--- src/ewc_pkg.sv ---
// Shared types and constants for the edge trigger window capture block.
`default_nettype none
package ewc_pkg;

	localparam int unsigned SAMPLE_W  = 16;
	localparam int unsigned ANALOG_W  = 10;
	localparam int unsigned ANALOG_LSB = 6;
	localparam int unsigned DIGITAL_N = 6;
	localparam int unsigned INDEX_W   = 32;
	localparam int unsigned WIN_W     = 17;
	localparam int unsigned PRE_W     = 16;
	localparam int unsigned SRC_W     = 3;
	localparam int unsigned CFG_IDX_W = 3;
	localparam int unsigned CFG_DATA_W = 17;
	localparam logic [WIN_W-1:0] WIN_MIN   = 17'd2;
	localparam logic [WIN_W-1:0] WIN_LIMIT = 17'd65536;

	localparam logic [CFG_IDX_W-1:0] CFG_SOURCE  = 3'd0;
	localparam logic [CFG_IDX_W-1:0] CFG_RISING  = 3'd1;
	localparam logic [CFG_IDX_W-1:0] CFG_LEVEL   = 3'd2;
	localparam logic [CFG_IDX_W-1:0] CFG_WINDOW  = 3'd3;
	localparam logic [CFG_IDX_W-1:0] CFG_PRETRIG = 3'd4;
	localparam logic [CFG_IDX_W-1:0] CFG_SINGLE  = 3'd5;

	localparam logic [SRC_W-1:0] SRC_ANALOG = 3'd0;
	localparam logic [SRC_W-1:0] SRC_UNUSED = 3'd7;

	localparam logic REQ_SAMPLE = 1'b0;
	localparam logic REQ_REARM  = 1'b1;

	typedef struct packed {
		logic                req_type;
		logic [SAMPLE_W-1:0] sample;
	} in_word_t;

	typedef struct packed {
		logic               trigger_seen;
		logic               window_ready;
		logic [INDEX_W-1:0] window_start;
		logic [INDEX_W-1:0] trigger_index;
		logic               is_holding;
	} out_word_t;

	// register values as seen by the trigger logic, window and pretrigger already clamped
	typedef struct packed {
		logic [SRC_W-1:0]    source;
		logic                rising;
		logic [ANALOG_W-1:0] level;
		logic [PRE_W-1:0]    pretrig;
		logic [PRE_W-1:0]    post;
		logic                single;
	} cfg_view_t;

endpackage
`default_nettype wire

--- src/ewc_cfg.sv ---
// Configuration registers and clamped window / pretrigger lengths.
`default_nettype none
module ewc_cfg import ewc_pkg::*; #(
	parameter int unsigned MAX_WINDOW = 65536
) (
	input  wire logic                  clk,
	input  wire logic                  arst_n,
	input  wire logic                  cfg_we,
	input  wire logic [CFG_IDX_W-1:0]  cfg_index,
	input  wire logic [CFG_DATA_W-1:0] cfg_data,
	output cfg_view_t                  cfg
);

	localparam logic [WIN_W-1:0] WIN_CAP = (MAX_WINDOW < 65536) ?
		WIN_W'(MAX_WINDOW) : WIN_LIMIT;

	logic [SRC_W-1:0]    source_q;
	logic                rising_q;
	logic [ANALOG_W-1:0] level_q;
	logic [WIN_W-1:0]    window_q;
	logic [PRE_W-1:0]    pretrig_q;
	logic                single_q;

	logic [WIN_W-1:0] win_eff;
	logic [WIN_W-1:0] pre_eff;
	logic [WIN_W-1:0] post_eff;

	always_ff @(posedge clk or negedge arst_n) begin
		if (!arst_n) begin
			source_q  <= SRC_ANALOG;
			rising_q  <= 1'b1;
			level_q   <= 10'd512;
			window_q  <= 17'd1024;
			pretrig_q <= 16'd512;
			single_q  <= 1'b0;
		end else if (cfg_we) begin
			unique case (cfg_index)
				CFG_SOURCE:  source_q  <= cfg_data[SRC_W-1:0];
				CFG_RISING:  rising_q  <= cfg_data[0];
				CFG_LEVEL:   level_q   <= cfg_data[ANALOG_W-1:0];
				CFG_WINDOW:  window_q  <= cfg_data[WIN_W-1:0];
				CFG_PRETRIG: pretrig_q <= cfg_data[PRE_W-1:0];
				CFG_SINGLE:  single_q  <= cfg_data[0];
				default: ;
			endcase
		end
	end

	always_comb begin
		win_eff = window_q;
		if (win_eff < WIN_MIN) win_eff = WIN_MIN;
		if (win_eff > WIN_CAP) win_eff = WIN_CAP;
		pre_eff = {1'b0, pretrig_q};
		if (pre_eff > win_eff - 17'd1) pre_eff = win_eff - 17'd1;
		post_eff = win_eff - pre_eff - 17'd1;
	end

	assign cfg.source  = source_q;
	assign cfg.rising  = rising_q;
	assign cfg.level   = level_q;
	assign cfg.pretrig = pre_eff[PRE_W-1:0];
	assign cfg.post    = post_eff[PRE_W-1:0];
	assign cfg.single  = single_q;

endmodule
`default_nettype wire

--- src/ewc_edge.sv ---
// Edge detector: analog threshold crossing or digital line transition.
`default_nettype none
module ewc_edge import ewc_pkg::*; (
	input  cfg_view_t                cfg,
	input  wire logic [SAMPLE_W-1:0] prev,
	input  wire logic [SAMPLE_W-1:0] curr,
	output logic                     hit
);

	logic [ANALOG_W-1:0] a_prev;
	logic [ANALOG_W-1:0] a_curr;
	logic [SRC_W-1:0]    bit_sel;
	logic                d_prev;
	logic                d_curr;

	assign a_prev  = prev[ANALOG_LSB +: ANALOG_W];
	assign a_curr  = curr[ANALOG_LSB +: ANALOG_W];
	assign bit_sel = cfg.source - 3'd1;

	always_comb begin
		d_prev = 1'b0;
		d_curr = 1'b0;
		for (int i = 0; i < DIGITAL_N; i++) begin
			if (bit_sel == SRC_W'(i)) begin
				d_prev = prev[i];
				d_curr = curr[i];
			end
		end
		priority if (cfg.source == SRC_ANALOG) begin
			if (cfg.rising) hit = (a_prev < cfg.level) && (a_curr >= cfg.level);
			else            hit = (a_prev > cfg.level) && (a_curr <= cfg.level);
		end else if (cfg.source == SRC_UNUSED) begin
			hit = 1'b0;
		end else begin
			if (cfg.rising) hit = !d_prev && d_curr;
			else            hit = d_prev && !d_curr;
		end
	end

endmodule
`default_nettype wire

--- src/ewc_core.sv ---
// Trigger state: eligibility, posttrigger count, hold, result word.
`default_nettype none
module ewc_core import ewc_pkg::*; (
	input  wire logic   clk,
	input  wire logic   arst_n,
	input  wire logic   en,
	input  in_word_t    word,
	input  cfg_view_t   cfg,
	output out_word_t   result
);

	logic [SAMPLE_W-1:0] prev_q;
	logic                have_prev_q;
	logic [INDEX_W-1:0]  index_q;
	logic                pending_q;
	logic [INDEX_W-1:0]  trig_q;
	logic [PRE_W-1:0]    remain_q;
	logic                hold_q;

	logic [SAMPLE_W-1:0] prev_d;
	logic                have_prev_d;
	logic [INDEX_W-1:0]  index_d;
	logic                pending_d;
	logic [INDEX_W-1:0]  trig_d;
	logic [PRE_W-1:0]    remain_d;
	logic                hold_d;
	logic [PRE_W-1:0]    remain_dec;
	logic                edge_hit;
	logic                seen;
	logic                ready;
	logic [INDEX_W-1:0]  start;
	logic [INDEX_W-1:0]  pre_ext;

	ewc_edge u_edge (
		.cfg  (cfg),
		.prev (prev_q),
		.curr (word.sample),
		.hit  (edge_hit)
	);

	assign pre_ext    = {{(INDEX_W-PRE_W){1'b0}}, cfg.pretrig};
	assign remain_dec = (remain_q != '0) ? remain_q - 16'd1 : remain_q;

	always_comb begin
		prev_d      = prev_q;
		have_prev_d = have_prev_q;
		index_d     = index_q;
		pending_d   = pending_q;
		trig_d      = trig_q;
		remain_d    = remain_q;
		hold_d      = hold_q;
		seen        = 1'b0;
		ready       = 1'b0;
		start       = '0;
		if (word.req_type == REQ_REARM) begin
			hold_d = 1'b0;
		end else begin
			if (pending_q) begin
				remain_d = remain_dec;
				if (remain_dec == '0) begin
					pending_d = 1'b0;
					ready     = 1'b1;
					start     = trig_q - pre_ext;
					if (cfg.single) hold_d = 1'b1;
				end
			end else if (have_prev_q && !hold_q && (index_q >= pre_ext) && edge_hit) begin
				seen   = 1'b1;
				trig_d = index_q;
				if (cfg.post == '0) begin
					ready = 1'b1;
					start = index_q - pre_ext;
					if (cfg.single) hold_d = 1'b1;
				end else begin
					pending_d = 1'b1;
					remain_d  = cfg.post;
				end
			end
			prev_d      = word.sample;
			have_prev_d = 1'b1;
			index_d     = index_q + 32'd1;
		end
	end

	always_ff @(posedge clk or negedge arst_n) begin
		if (!arst_n) begin
			prev_q      <= '0;
			have_prev_q <= 1'b0;
			index_q     <= '0;
			pending_q   <= 1'b0;
			trig_q      <= '0;
			remain_q    <= '0;
			hold_q      <= 1'b0;
		end else if (en) begin
			prev_q      <= prev_d;
			have_prev_q <= have_prev_d;
			index_q     <= index_d;
			pending_q   <= pending_d;
			trig_q      <= trig_d;
			remain_q    <= remain_d;
			hold_q      <= hold_d;
		end
	end

	assign result.trigger_seen  = seen;
	assign result.window_ready  = ready;
	assign result.window_start  = start;
	assign result.trigger_index = trig_d;
	assign result.is_holding    = hold_d;

endmodule
`default_nettype wire

--- src/edge_trigger_window_capture_top.sv ---
// Top level of the edge trigger window capture block.
//
//  channel | direction | handshake         | payload
//  --------+-----------+-------------------+------------------------------
//  in      | in        | in_valid/in_stall | in_word_t  (req_type, sample)
//  out     | out       | out_valid/out_stall | out_word_t (one per word)
//  cfg     | in        | cfg_we            | cfg_index, cfg_data
//
// One word a cycle sustained while the output is not stalled; a result passes
// through the input register, then the result register behind the trigger
// logic, before it is valid at the output.
// Reset clears registers to their defaults and all trigger state at once.
// A stalled result holds the result register; the input register still takes
// a word, and in_stall rises only when both registers are full.
`default_nettype none
module edge_trigger_window_capture_top import ewc_pkg::*; #(
	parameter int unsigned MAX_WINDOW = 65536
) (
	input  wire logic                  clk,
	input  wire logic                  arst_n,
	input  wire logic                  in_valid,
	output logic                       in_stall,
	input  in_word_t                   in_data,
	output logic                       out_valid,
	input  wire logic                  out_stall,
	output out_word_t                  out_data,
	input  wire logic                  cfg_we,
	input  wire logic [CFG_IDX_W-1:0]  cfg_index,
	input  wire logic [CFG_DATA_W-1:0] cfg_data
);

	cfg_view_t cfg;
	in_word_t  word_s1;
	logic      valid_q;
	out_word_t result;
	out_word_t result_s2;
	logic      out_valid_q;
	logic      advance;

	ewc_cfg #(
		.MAX_WINDOW (MAX_WINDOW)
	) u_cfg (
		.clk       (clk),
		.arst_n    (arst_n),
		.cfg_we    (cfg_we),
		.cfg_index (cfg_index),
		.cfg_data  (cfg_data),
		.cfg       (cfg)
	);

	ewc_core u_core (
		.clk    (clk),
		.arst_n (arst_n),
		.en     (advance),
		.word   (word_s1),
		.cfg    (cfg),
		.result (result)
	);

	assign advance  = valid_q && (!out_valid_q || !out_stall);
	assign in_stall = valid_q && !advance;

	always_ff @(posedge clk or negedge arst_n) begin
		if (!arst_n) begin
			valid_q <= 1'b0;
		end else if (!in_stall) begin
			valid_q <= in_valid;
		end
	end

	always_ff @(posedge clk) begin
		if (in_valid && !in_stall) word_s1 <= in_data;
	end

	always_ff @(posedge clk or negedge arst_n) begin
		if (!arst_n) begin
			out_valid_q <= 1'b0;
		end else if (advance) begin
			out_valid_q <= 1'b1;
		end else if (!out_stall) begin
			out_valid_q <= 1'b0;
		end
	end

	always_ff @(posedge clk) begin
		if (advance) result_s2 <= result;
	end

	assign out_valid = out_valid_q;
	assign out_data  = result_s2;

endmodule
`default_nettype wire

--- config.mk ---
export PLATFORM = sky130hd
export DESIGN_NAME = edge_trigger_window_capture_top
export DESIGN_NICKNAME = d
export VERILOG_FILES = /design/src/ewc_pkg.sv /design/src/ewc_cfg.sv /design/src/ewc_edge.sv /design/src/ewc_core.sv /design/src/edge_trigger_window_capture_top.sv
export SDC_FILE = /design/constraint.sdc
export NUM_CORES = 1
export LEC_CHECK = 0
export BUFFER_PORTS_ARGS = -buffer_cell sky130_fd_sc_hd__clkbuf_2
export CAP_MARGIN = 30
export CORE_MARGIN = 8
export CORE_UTILIZATION = 40
export CTS_CLUSTER_DIAMETER = 30
export DETAILED_ROUTE_END_ITERATION = 12
export HOLD_SLACK_MARGIN = 0.15
export PLACE_DENSITY = 0.61
export SKIP_LAST_GASP = 1
export SYNTH_ARGS = -nofsm -noshare
export SYNTH_HDL_FRONTEND = slang
export SYNTH_SLANG_ARGS = --single-unit
--- constraint.sdc ---
create_clock -name clk -period 9.8 [get_ports clk]
set_clock_uncertainty 0.05 [all_clocks]
set_input_delay 0.49 -clock clk [delete_from_list [all_inputs] [get_ports clk]]
set_output_delay 0.49 -clock clk [all_outputs]
set_load 0.005 [all_outputs]
==> metrics.md <==
| Metric | Value |
|---|---|
| Synth area leaders | dfrtp_1 (24%), edfxtp_1 (17%), mux2_2 (7.4%) |
| Num CTS Buffers | 49 |
| Clk_lat worst skew | 0.57 ns |
| Drt first pass iters | 7 |
| Clk slew on worst S/H paths | 0.05 ns |
| Htree depth | 2 |
| Setup tns final | 0 ns |
| Critical path class | reg2reg |
| Number of port buffers | 110 |
| Crit path max fanout | 17 |
| Cell Area, Synth | 15200 um2 |
| DRT iter0 DRCs | 900 |
| Total number of vias | 12700 |
| Fin crit period | 9.03 ns |
| Vias in the first global route | 12500 |
| CTS max path bufs | 3 |
| First-pass GRT wire length | 71.2 mm |
| WP data required | 10.12 ns |
| Worst vdd ir | 162 uV |
| Worst slew pin tran | 1.01 ns |
| Antenna Cells | 0 |
| Post-DR wirelength/cell | 19.9 um |
| CTS tree | yes |
| Final slew viol count | 0 |
| Synth unique cells | 97 |
| Die Area | 44600 um2 |
| Fin nets | 1841 |
| Starting Density | 0.406 |
| Fin crit share | 0.921 |
| Synth warn | 0 |
| Worst EP arrival | 9.35 ns |
| Filler cell count | 3497 |
| Die width | 211 um |
| Routed WL | 45.2 mm |
| Static leakage | 8.22 nW |
| RSZ-0062 raised after global routing | no |
| Layout cells sized above 1 | 0.208 |
| Max-cap violations | 0 |
| Most frequent cell after synthesis | nand2_1 |
| Synthesized Nets | 1699 |
| Fraction of registers with async set or reset after synthesis | 0.639 |
| Post-synth top area cell | dfrtp_1 |
| Die height | 211 um |
| Crit start category | flop |
| Core Area | 37600 um2 |
| Routed vias/inst | 5.60 |
| RePlAce Congestion | 0.960 |
| Root Buffer | clkbuf_16 |
| Status | complete, no violations |
| Layout overhead on the synthesized area | 21.0% |
| Num Clock Sinks | 233 |
| DP Wirelength | 33.9 mm |
| Power density over the cells | 257 nW/um2 |
| # rows | 71 |
| Post-synthesis sequential element count | 233 |
| Commonest cells in the netlist | nand2_1 (147), dfrtp_1 (145), nor2_1 (132) |
| Global route total overflow | 0 |
| Synth top area share | 0.238 |
| Remaining DRCs | 0 |
| All-Layer GR Usage | 0.200 |
| Synth Instances | 1577 |
| Final Hold Violating Endpoints | 0 |
| Cell mode on critical path | ha_1 |
| Antenna violations before repair | 2 |
| Final ANT Viol Nets | 0 |
| Ys flop type | dfrtp_1 |
| Sequential share of the synthesized area | 0.410 |
| Max Clock Freq | 111 MHz |
| Post-layout util | 0.491 |
| Worst hold-check path type | in2reg |
| Setup violations, final | 0 |
| Worst relative slew slack | 0.328 |
| CP Capture Type | flop |
| Worst path max stage delay | 0.67 ns |
| Mean Syn Cell Area | 9.67 um2 |
| Post-synth EDFFs | 84 |
| Largest net degree at the start of global routing | 80 |
| Ports | 111 |
| Worst path slowest cell | or3_1 |
## placed cells by master (no fill, tap or decap), types with 9 or more instances in the layout
cell / count
a211oi_1: 9
a21o_1: 25
a21oi_1: 82
a22oi_1: 15
a31oi_1: 25
and2_1: 14
and3_1: 16
buf_4: 24
clkbuf_16: 50
clkbuf_2: 109
dfrtp_1: 145
dlygate4sd3_1: 31
edfxtp_1: 84
ha_1: 79
inv_1: 49
mux2_2: 100
mux2i_1: 10
nand2_1: 146
nand2b_1: 19
nand3_1: 41
nand4_1: 22
nor2_1: 132
nor2b_1: 25
nor3_1: 43
nor4_1: 18
o21a_1: 12
o21ai_0: 68
o22ai_1: 20
or3_1: 24
xnor2_1: 64
xor2_1: 43
## worst paths after layout
path | depth (start not counted) | start | slack (ns) | end
min in group asynchronous | 2 | arst_n | 0.52 | u_core.trig_q[9]
worst min register to register | 1 | u_core.have_prev_q | 0.42 | u_core.have_prev_q
worst min-delay path | 2 | cfg_data[10] | 0.16 | u_cfg.pretrig_q[10]
worst max-delay path | 33 | u_cfg.window_q[4] | 0.77 | out_data[50]
max in group asynchronous | 4 | arst_n | 8.04 | u_cfg.level_q[9]
worst max register to register | 33 | u_cfg.window_q[4] | 0.77 | out_data[50]
## final cells by class
cell class | count | area [um2] | share of cell area
multi-input cells | 1215 | 8520 | 0.462
flip-flops and latches | 233 | 6260 | 0.339
clock buffers | 57 | 1320 | 0.0714
repair buffers | 169 | 1120 | 0.0608
well taps | 511 | 639 | 0.0347
clock inverters | 34 | 403 | 0.0218
inverters | 51 | 191 | 0.0104
## metrics by stage
stage	instance area (um2)	hold WS, ns	worst slack, ns	power [mW]	std cells
after floorplan	15200	0.144	1.93	2.50	1577
after global placement	16400	0.400	0.711	3.01	2145
after detailed placement	16400	0.411	0.608	3.02	2147
after CTS	18400	0.151	0.589	4.76	2269
after global routing	18400	0.165	0.0453	5.03	2270
final	18400	0.156	0.770	4.75	2270
## kinds of logic after synthesis
group / after synthesis / share of synthesized area
simple gates: 556 / 0.185
compound gates: 357 / 0.160
flops: 233 / 0.410
buf+inv: 129 / 0.0330
mux: 111 / 0.0819
xor+xnor: 107 / 0.0615
fa+ha+maj: 84 / 0.0688
## where the power goes
group / total (mW) / internal [mW] / switching, mW
clock: 1.70 / 1.13 / 0.573
combinational: 1.79 / 0.702 / 1.08
sequential: 1.26 / 1.12 / 0.141
## critical path: cells and delay by family, from the launching register on
family | cells | cell delay, ns
flops | 1 | 0.47
fa+ha+maj | 4 | 1.22
buf+inv | 5 | 0.82
simple gates | 10 | 2.83
compound gates | 14 | 3.40
## what timing repair did
action,4_1_cts,5_1_grt
endpoints found under the setup margin,0,46
resized for setup,0,2
hold buffers,31,0
hold endpoints to repair,114,0
setup buffers,0,0
## state kept, by name, indices dropped and copies added, names as in the netlist
name	count
u_core.index_q	32
u_core.prev_q	16
u_core.trig_q	32
u_core.have_prev_q	1
u_cfg.window_q	17
u_cfg.level_q	10
out_data	67
u_core.pending_q	1
u_cfg.pretrig_q	16
out_valid	1
u_cfg.single_q	1
u_core.hold_q	1
valid_q	1
u_core.remain_q	16
u_cfg.rising_q	1
word_s1	17
u_cfg.source_q	3
## routing by layer
metal,track usage,share of wire,up-vias
met4,0.0601,0.023,4
met1,0.260,0.44,6125
li1,-,-,6128
met3,0.0427,0.066,72
met5,0,0.00055,-
met2,0.330,0.47,380
Power figures use the tool's default switching activity.
